==> config.mk <==
export PLATFORM = sky130hd
export DESIGN_NAME = debounced_rotary_encoder_button
export DESIGN_NICKNAME = d
export VERILOG_FILES = /design/src/rtl/drebtn_pkg.sv /design/src/rtl/debounced_rotary_encoder_button.sv /design/src/rtl/drebtn_step.sv
export VERILOG_INCLUDE_DIRS = /design/src /design/src/rtl
export SDC_FILE = /design/constraint.sdc
export NUM_CORES = 1
export LEC_CHECK = 0
export BUFFER_PORTS_ARGS = -buffer_cell sky130_fd_sc_hd__clkbuf_2
export CAP_MARGIN = 10
export CELL_PAD_IN_SITES_DETAIL_PLACEMENT = 1
export CELL_PAD_IN_SITES_GLOBAL_PLACEMENT = 1
export CORE_ASPECT_RATIO = 1.25
export CORE_MARGIN = 10
export CORE_UTILIZATION = 49
export DETAILED_ROUTE_END_ITERATION = 10
export MAX_ROUTING_LAYER = met4
export PLACE_DENSITY = 0.95
export SETUP_SLACK_MARGIN = 0.5
export SLEW_MARGIN = 20
export SYNTH_ARGS = -nofsm -noshare
export SYNTH_HDL_FRONTEND = slang
export SYNTH_SLANG_ARGS = --single-unit
==> constraint.sdc <==
create_clock -name clk -period 10.4 [get_ports clk]
set_input_delay 1.04 -clock clk [delete_from_list [all_inputs] [get_ports clk]]
set_output_delay 1.04 -clock clk [all_outputs]
set_load 0.02 [all_outputs]
==> src/rtl/debounced_rotary_encoder_button_assert.svh <==
// Assertion macros for the encoder and button RTL top level.
`ifndef DEBOUNCED_ROTARY_ENCODER_BUTTON_ASSERT_SVH
`define DEBOUNCED_ROTARY_ENCODER_BUTTON_ASSERT_SVH

// The condition holds in the same cycle as the trigger.
`define DREBTN_ASSERT_SAME(lbl, trig, cond) \
	lbl: assert property (@(posedge clk) disable iff (!arst_n) (trig) |-> (cond)) \
		else $error("assertion failed in debounced_rotary_encoder_button");

// The condition holds in the cycle after the trigger.
`define DREBTN_ASSERT_NEXT(lbl, trig, cond) \
	lbl: assert property (@(posedge clk) disable iff (!arst_n) (trig) |=> (cond)) \
		else $error("assertion failed in debounced_rotary_encoder_button");

`endif

==> src/rtl/drebtn_pkg.sv <==
// Types and constants for the debounced rotary encoder and button block.
package drebtn_pkg;

	// Action queued by a falling edge and committed after release.
	typedef enum logic [1:0] {
		ACT_NONE   = 2'd0,
		ACT_BUTTON = 2'd1,
		ACT_DEC    = 2'd2,
		ACT_INC    = 2'd3
	} action_t;

	localparam int unsigned TICKS_W = 8;
	localparam logic [TICKS_W-1:0] RELEASE_TICKS_RST = 8'd3;
	localparam logic [TICKS_W-1:0] RELEASE_CNT_MAX = 8'hFF;
	localparam logic [2:0] LEVELS_RELEASED = 3'b111;

	// Bit positions of the three lines in a level sample.
	localparam int unsigned LVL_BUTTON = 0;
	localparam int unsigned LVL_LINE_A = 1;
	localparam int unsigned LVL_LINE_B = 2;

	// Debounce control state, apart from the detent count.
	typedef struct packed {
		logic [2:0]         levels;
		action_t            pending;
		logic [TICKS_W-1:0] rel_cnt;
		logic               press;
	} ctrl_state_t;

endpackage

==> src/rtl/debounced_rotary_encoder_button.sv <==
// Top level of the debounced rotary encoder and push button block.
// A result is valid in the cycle after its input transfer.
// One item per cycle unless out_ready stalls; state update is one register step.
// A new item transfers in the same cycle as the waiting result is taken.
// Reset (arst_n low) releases all lines, clears the queue, count and flag,
// and sets release_ticks to 3.
`include "debounced_rotary_encoder_button_assert.svh"

module debounced_rotary_encoder_button import drebtn_pkg::*; #(
	parameter int unsigned COUNT_WIDTH = 16
) (
	input  logic               clk,
	input  logic               arst_n,
	input  logic               cfg_we,
	input  logic [7:0]         cfg_wdata,
	input  logic               in_valid,
	output logic               in_ready,
	input  logic               button_level,
	input  logic               line_a_level,
	input  logic               line_b_level,
	input  logic               tick,
	input  logic               take_count,
	input  logic               take_press,
	output logic               out_valid,
	input  logic               out_ready,
	output logic signed [15:0] count_value,
	output logic               pressed,
	output logic               activity,
	output logic [1:0]         pending_action
);

	logic [TICKS_W-1:0]            release_ticks_q;
	ctrl_state_t                   state_q;
	logic signed [COUNT_WIDTH-1:0] count_q;
	ctrl_state_t                   state_nxt;
	logic signed [COUNT_WIDTH-1:0] count_nxt;
	logic signed [COUNT_WIDTH-1:0] res_count;
	logic                          res_press;
	action_t                       res_pending;
	logic                          out_valid_q;
	logic                          in_xfer;
	logic [2:0]                    levels;

	assign levels   = {line_b_level, line_a_level, button_level};
	assign in_ready = !out_valid_q || out_ready;
	assign in_xfer  = in_valid && in_ready;
	assign out_valid = out_valid_q;

	// Configuration register.
	always_ff @(posedge clk or negedge arst_n) begin
		if (!arst_n) begin
			release_ticks_q <= RELEASE_TICKS_RST;
		end else if (cfg_we) begin
			release_ticks_q <= cfg_wdata;
		end
	end

	drebtn_step #(
		.COUNT_WIDTH(COUNT_WIDTH)
	) u_step (
		.cur          (state_q),
		.cur_count    (count_q),
		.levels       (levels),
		.tick         (tick),
		.take_count   (take_count),
		.take_press   (take_press),
		.release_ticks(release_ticks_q),
		.nxt          (state_nxt),
		.nxt_count    (count_nxt),
		.res_count    (res_count),
		.res_press    (res_press),
		.res_pending  (res_pending)
	);

	// Debounce state advances on every input transfer.
	always_ff @(posedge clk or negedge arst_n) begin
		if (!arst_n) begin
			state_q.levels  <= LEVELS_RELEASED;
			state_q.pending <= ACT_NONE;
			state_q.rel_cnt <= '0;
			state_q.press   <= 1'b0;
			count_q         <= '0;
		end else if (in_xfer) begin
			state_q <= state_nxt;
			count_q <= count_nxt;
		end
	end

	// Result valid flag.
	always_ff @(posedge clk or negedge arst_n) begin
		if (!arst_n) begin
			out_valid_q <= 1'b0;
		end else if (in_xfer) begin
			out_valid_q <= 1'b1;
		end else if (out_ready) begin
			out_valid_q <= 1'b0;
		end
	end

	// Result payload; the count reports its low 16 bits, sign-extended when narrower.
	always_ff @(posedge clk) begin
		if (in_xfer) begin
			count_value    <= 16'(res_count);
			pressed        <= res_press;
			activity       <= res_press || (res_count != '0);
			pending_action <= res_pending;
		end
	end

	// Checks on the result register and the debounce state.
	`DREBTN_ASSERT_SAME(a_ready_when_empty, !out_valid_q, in_ready)
	`DREBTN_ASSERT_NEXT(a_result_follows_input, in_xfer, out_valid)
	`DREBTN_ASSERT_NEXT(a_drained_goes_empty, out_valid_q && out_ready && !in_xfer, !out_valid)
	`DREBTN_ASSERT_SAME(a_idle_counter_clear, state_q.pending == ACT_NONE, state_q.rel_cnt == '0)

endmodule

==> src/rtl/drebtn_step.sv <==
// Next-state and result logic for one sample of the encoder and button lines.
module drebtn_step import drebtn_pkg::*; #(
	parameter int unsigned COUNT_WIDTH = 16
) (
	input  ctrl_state_t                    cur,
	input  logic signed [COUNT_WIDTH-1:0]  cur_count,
	input  logic [2:0]                     levels,
	input  logic                           tick,
	input  logic                           take_count,
	input  logic                           take_press,
	input  logic [TICKS_W-1:0]             release_ticks,
	output ctrl_state_t                    nxt,
	output logic signed [COUNT_WIDTH-1:0]  nxt_count,
	output logic signed [COUNT_WIDTH-1:0]  res_count,
	output logic                           res_press,
	output action_t                        res_pending
);

	localparam logic signed [COUNT_WIDTH-1:0] COUNT_MAX = {1'b0, {(COUNT_WIDTH-1){1'b1}}};
	localparam logic signed [COUNT_WIDTH-1:0] COUNT_MIN = {1'b1, {(COUNT_WIDTH-1){1'b0}}};

	logic [2:0]         falls;
	logic [TICKS_W-1:0] need;
	action_t            pend_latched;
	action_t            pend_upd;
	logic [TICKS_W-1:0] cnt_upd;
	logic               press_upd;
	logic signed [COUNT_WIDTH-1:0] count_upd;

	assign falls = cur.levels & ~levels;
	assign need  = (release_ticks == '0) ? TICKS_W'(1) : release_ticks;

	// Latch one edge when nothing is queued, button first, then A, then B.
	always_comb begin
		pend_latched = cur.pending;
		if (cur.pending == ACT_NONE) begin
			if (falls[LVL_BUTTON]) begin
				pend_latched = ACT_BUTTON;
			end else if (falls[LVL_LINE_A]) begin
				pend_latched = ACT_DEC;
			end else if (falls[LVL_LINE_B]) begin
				pend_latched = ACT_INC;
			end
		end
	end

	// Count released ticks and commit the queued action once enough have passed.
	always_comb begin
		pend_upd  = pend_latched;
		cnt_upd   = cur.rel_cnt;
		press_upd = cur.press;
		count_upd = cur_count;
		if (tick) begin
			if (levels == LEVELS_RELEASED && pend_latched != ACT_NONE) begin
				if (cur.rel_cnt != RELEASE_CNT_MAX) begin
					cnt_upd = cur.rel_cnt + TICKS_W'(1);
				end
			end else begin
				cnt_upd = '0;
			end
			if (cnt_upd >= need) begin
				case (pend_latched)
					ACT_BUTTON: press_upd = 1'b1;
					ACT_DEC: begin
						if (cur_count != COUNT_MIN) begin
							count_upd = cur_count - COUNT_WIDTH'(1);
						end
					end
					ACT_INC: begin
						if (cur_count != COUNT_MAX) begin
							count_upd = cur_count + COUNT_WIDTH'(1);
						end
					end
					default: ;
				endcase
				pend_upd = ACT_NONE;
				cnt_upd  = '0;
			end
		end
	end

	// The result shows the state before the take requests clear it.
	assign res_count   = count_upd;
	assign res_press   = press_upd;
	assign res_pending = pend_upd;

	always_comb begin
		nxt.levels  = levels;
		nxt.pending = pend_upd;
		nxt.rel_cnt = cnt_upd;
		nxt.press   = take_press ? 1'b0 : press_upd;
		nxt_count   = take_count ? '0 : count_upd;
	end

endmodule

==> results.txt <==
* Run status: finished, final reports clean
* Library cell appearing most often on the critical path: nand2b_1
* Num CTS Buffers: 9
- Area inside the core boundary: 7400 um^2
- Of the synthesized area, sequential elements account for 0.422.
* Synth top area share: 0.227
* Die area: 11,600 um^2
* Number of global-route vias before repair: 3,752
* Horiz. Die Dim: 98.3 um
- Antenna Cells: 0
* H-tree levels: 3
* Met1 Resource Use GR: 0.234
* Count of input and output buffers: 40
* Worst endpoint data arrival time: 5810 ps
- Cell at the root of the clock tree: clkbuf_8
- Total routed wirelength: 12,700 um
- In the global route stage, overall resource usage came out at 0.221.
- The critical path goes through clkbuf_2 > nor2b_1 > a211oi_1 > nor2_1 > inv_1 > o2111ai_1 > nand2b_1 > ha_1 > nand2b_1 > a2111o_1 > a21oi_1 > nor2_1 > a31oi_1 > nand2b_1 > nor4_1 > nand4b_1.
- Die Y: 118 um
- Setup repair after global routing left no endpoint under its margin.
* CP startpoint: button_level
- Power density relative to cell area: 151 nW/um^2
- Post-CTS repair changed the size of 0 cells.
* Ys flop type: dfrtp_1
* Count of mapped cells out of synthesis: 393
- Measured in cells, the most critical reg-to-reg path has a length of 15.
* Max Fanout on Critical Path: 11
- Overall via count from detail_route: 3,492
* Kind of start point of the critical path: primary input
- Fin crit period: 5720 ps
- STA puts the critical path data required time at 10,490 ps.
* Critical path destination: activity$_DFFE_PP_
- Share of the core filled with cells: 0.567
- Synthesis produced a netlist with a net count of 424.
* Library cell contributing the largest single delay on the critical path: a21oi_1
* Worst vdd rail ir drop: 0.0000919 V
* Period utilisation layout: 0.550
- Summing all multi-input logic gate instances after layout gives 1990 um^2.
* Sum of negative setup slack: 0 ps
- In the routed layout, each cell is associated on average with a via count of 6.72.
- For this design, the sink count on the clock tree is 59.
- The worst register-to-register path has a setup slack of 4930 ps.
* First-pass GRT wire length: 20,200 um
- Compared with the post-synthesis result, the final layout area differs by 11.9%.
- Category of the worst setup path capture point: flop
- Number of nets in the layout: 454
- Final count of pins violating max slew: 0
- #FFs+latches synth: 59
* Number of instances in the placed design: 504
- Type of the worst min-delay path: flop to flop
- Total of hold buffers inserted after clock tree synthesis: 0
* Number of iterations in the first detailed-routing pass: 5
* Placer's final routability congestion estimate: 1.01
* CTS clock-pin slew for the worst setup and hold paths: 80 ps
- Reg-to-reg critical path startpoint: state_q[11]$_DFFE_PN1P_
* Max-cap violation count: 0
- Total congestion overflow: 0
- Initial core utilization: 0.507
* DRC errors left: 0
- The synthesized netlist occupies a cell area of 3750 um^2.
- TritonCTS built the clock tree.
- The detail route stage leaves a number of antenna-violating nets equal to 0.
* WP depth: 16
- Met2 usage: 0.371
- Met3 layer usage reported by global route: 0.0464
- Avg Synthesized Cell Area: 9.54 um^2
- In this run, distinct cell masters in the synthesized netlist total 71.
* Ratio of cells with drive above 1 in the final layout: 0.187
- Static leakage: 1.83 nW
- In this run, synthesis inferred 20 flip-flops with an integrated enable.
* Crit Path Category: primary input to flop
- Share of flip-flops with an asynchronous set or reset: 0.661
- Registers take 1580 um^2.
- Worst Tran Pin Value: 1110 ps
* Most utilized layer in the global route result: met2
- Maximum clock frequency: 175 MHz
* Capture point of the worst reg-to-reg path: activity$_DFFE_PP_
- Clock skew: 13.6 ps
- The count of endpoints failing hold in the final timing report came to 0.
* CTS Buffer Depth: 2
* YS warnings: 0
- Number of standard-cell rows in the floorplan: 35
* Maximum number of pins on one net before global-route repair: 40
- Endpoints failing setup: 0
- For the worst-skew pair, the clock arrives at the later sink with an insertion delay of 350 ps.
- In the final routed layout, each cell accounts on average for 24.4 um.
- Number of buffers added for setup after CTS: 0
- Top post-synthesis cells by area: dfrtp_1 (23%), edfxtp_1 (16%), a22o_1 (4.4%), ha_1 (4.0%), dfstp_2 (3.5%)
- For this run, the number of standard cells in the final layout without fillers is 520.
- For this block, the initial DRC count from the detailed router was 259.
- For this run, the slowest stage of the critical path takes 790 ps.
- The initial antenna violation count was 0.
* Buf/Inv on CP: 2
- Placed wire-length estimate: 9040 um
* Area leader, netlist: dfrtp_1
* Category of cells accounting for the largest share of critical-path delay: compound AO/OA/AOI/OAI gates
- The layout has 850 filler cells.
- I/O pin total: 41
* Max-slew headroom: 0.258
[metal layers]
metal,up-vias,wire length (um)
met3,70,719
met2,142,6510
li1,1560,-
met4,0,636
met1,1720,4830
met5,-,0
[sequential cells by signal, summed over array words and instances (netlist names)]
register	cells
activity	1
count_value	16
out_valid	1
release_ticks_q	8
state_q	14
pending_action	2
count_q	16
pressed	1
[placed cells by master (no fill, tap or decap), types with 3 or more instances in the layout]
| cell type | Yosys | routed |
|---|---|---|
| nand2b_1 | 8 | 8 |
| a21oi_1 | 14 | 14 |
| or3_1 | 5 | 5 |
| o211ai_1 | 3 | 3 |
| o2111ai_1 | 3 | 3 |
| o21ai_0 | 26 | 26 |
| nor4_1 | 6 | 6 |
| buf_4 | 0 | 3 |
| a22o_1 | 19 | 19 |
| nand3_1 | 16 | 16 |
| nor2_1 | 20 | 20 |
| clkbuf_2 | 1 | 39 |
| and2_1 | 3 | 3 |
| xnor2_1 | 3 | 3 |
| and4_1 | 5 | 5 |
| edfxtp_1 | 20 | 20 |
| or4_1 | 3 | 3 |
| mux2_2 | 5 | 5 |
| o31ai_1 | 6 | 6 |
| o22ai_1 | 3 | 3 |
| nor3_1 | 8 | 8 |
| inv_1 | 19 | 19 |
| dfstp_2 | 5 | 5 |
| nand4_1 | 7 | 7 |
| a31oi_1 | 7 | 7 |
| ha_1 | 12 | 12 |
| clkbuf_8 | 0 | 12 |
| xor2_1 | 5 | 5 |
| nand2_1 | 29 | 29 |
| dfrtp_1 | 34 | 34 |
| o21a_1 | 5 | 5 |
| and3_1 | 10 | 10 |
| a211oi_1 | 7 | 7 |
| a21o_1 | 6 | 6 |
[cell families (layout without fill, tap and decap cells)]
kind of cell               after synthesis  after routing  share of synthesized area
buffers and inverters                   44             79                     0.0470
DFF                                     59             59                      0.422
xor gates and xnor gates                 8              8                     0.0187
adders and majority gates               12             12                     0.0400
muxes                                    6              6                     0.0177
and+or+nand+nor                        138            138                      0.207
AOI/OAI and AO/OA                      126            126                      0.247
[power by group]
part	leakage (nW)	switching [W]	total [W]	internal, W
logic	1.02	0.0000937	0.000141	0.0000468
clock network	0.113	0.0000968	0.000226	0.000130
registers	0.702	0.0000131	0.000269	0.000256
[synthesized netlist by cell type (3+ instances only)]
cell type and count:
dfrtp_1 34, nand2_1 29, o21ai_0 26, edfxtp_1 20
nor2_1 20, a22o_1 19, inv_1 19, nand3_1 16
clkbuf_1 15, a21oi_1 14, ha_1 12, and3_1 10
buf_2 8, nand2b_1 8, nor3_1 8, a211oi_1 7
a31oi_1 7, nand4_1 7, a21o_1 6, nor4_1 6
o31ai_1 6, and4_1 5, dfstp_2 5, mux2_2 5
o21a_1 5, or3_1 5, xor2_1 5, and2_1 3
o2111ai_1 3, o211ai_1 3, o22ai_1 3, or4_1 3
xnor2_1 3
[through the flow]
step | hold WS [ps] | setup slack (ps) | total power (W) | area [um^2]
after floorplan | 481 | 5890 | 0.000357 | 3750
after global placement | 508 | 4980 | 0.000401 | 3990
after detailed placement | 527 | 4530 | 0.000407 | 3990
after CTS | 574 | 4800 | 0.000633 | 4200
after global routing | 610 | 4250 | 0.000657 | 4200
final | 573 | 4680 | 0.000636 | 4200
[worst min-delay path: stages, from the launching register on]
cell	delay, ps
dfstp_2	360
inv_1	100
o21ai_0	100
[how the worst min path moves through the flow]
stage | endpoint | start | cells after the start | slack (ps)
2_1_floorplan | state_q[0]$_DFFE_PN0P_ | state_q[0]$_DFFE_PN0P_ | 2 | 480
3_3_place_gp | state_q[0]$_DFFE_PN0P_ | state_q[0]$_DFFE_PN0P_ | 2 | 510
3_5_place_dp | state_q[0]$_DFFE_PN0P_ | state_q[0]$_DFFE_PN0P_ | 2 | 530
4_1_cts | release_ticks_q[1]$_DFFE_PN1P_ | release_ticks_q[1]$_DFFE_PN1P_ | 2 | 570
5_1_grt | release_ticks_q[3]$_DFFE_PN0P_ | release_ticks_q[3]$_DFFE_PN0P_ | 2 | 610
6_report | release_ticks_q[1]$_DFFE_PN1P_ | release_ticks_q[1]$_DFFE_PN1P_ | 2 | 570
[area by class of cell]
| type | count | area share |
|---|---|---|
| clock buffers | 12 | 0.0393 |
| inverters | 20 | 0.0179 |
| repair buffers | 43 | 0.0530 |
| multi-input cells | 290 | 0.474 |
| well taps | 92 | 0.0274 |
| flip-flops and latches | 59 | 0.377 |
| clock inverters | 4 | 0.0110 |
Power figures use the tool's default switching activity.
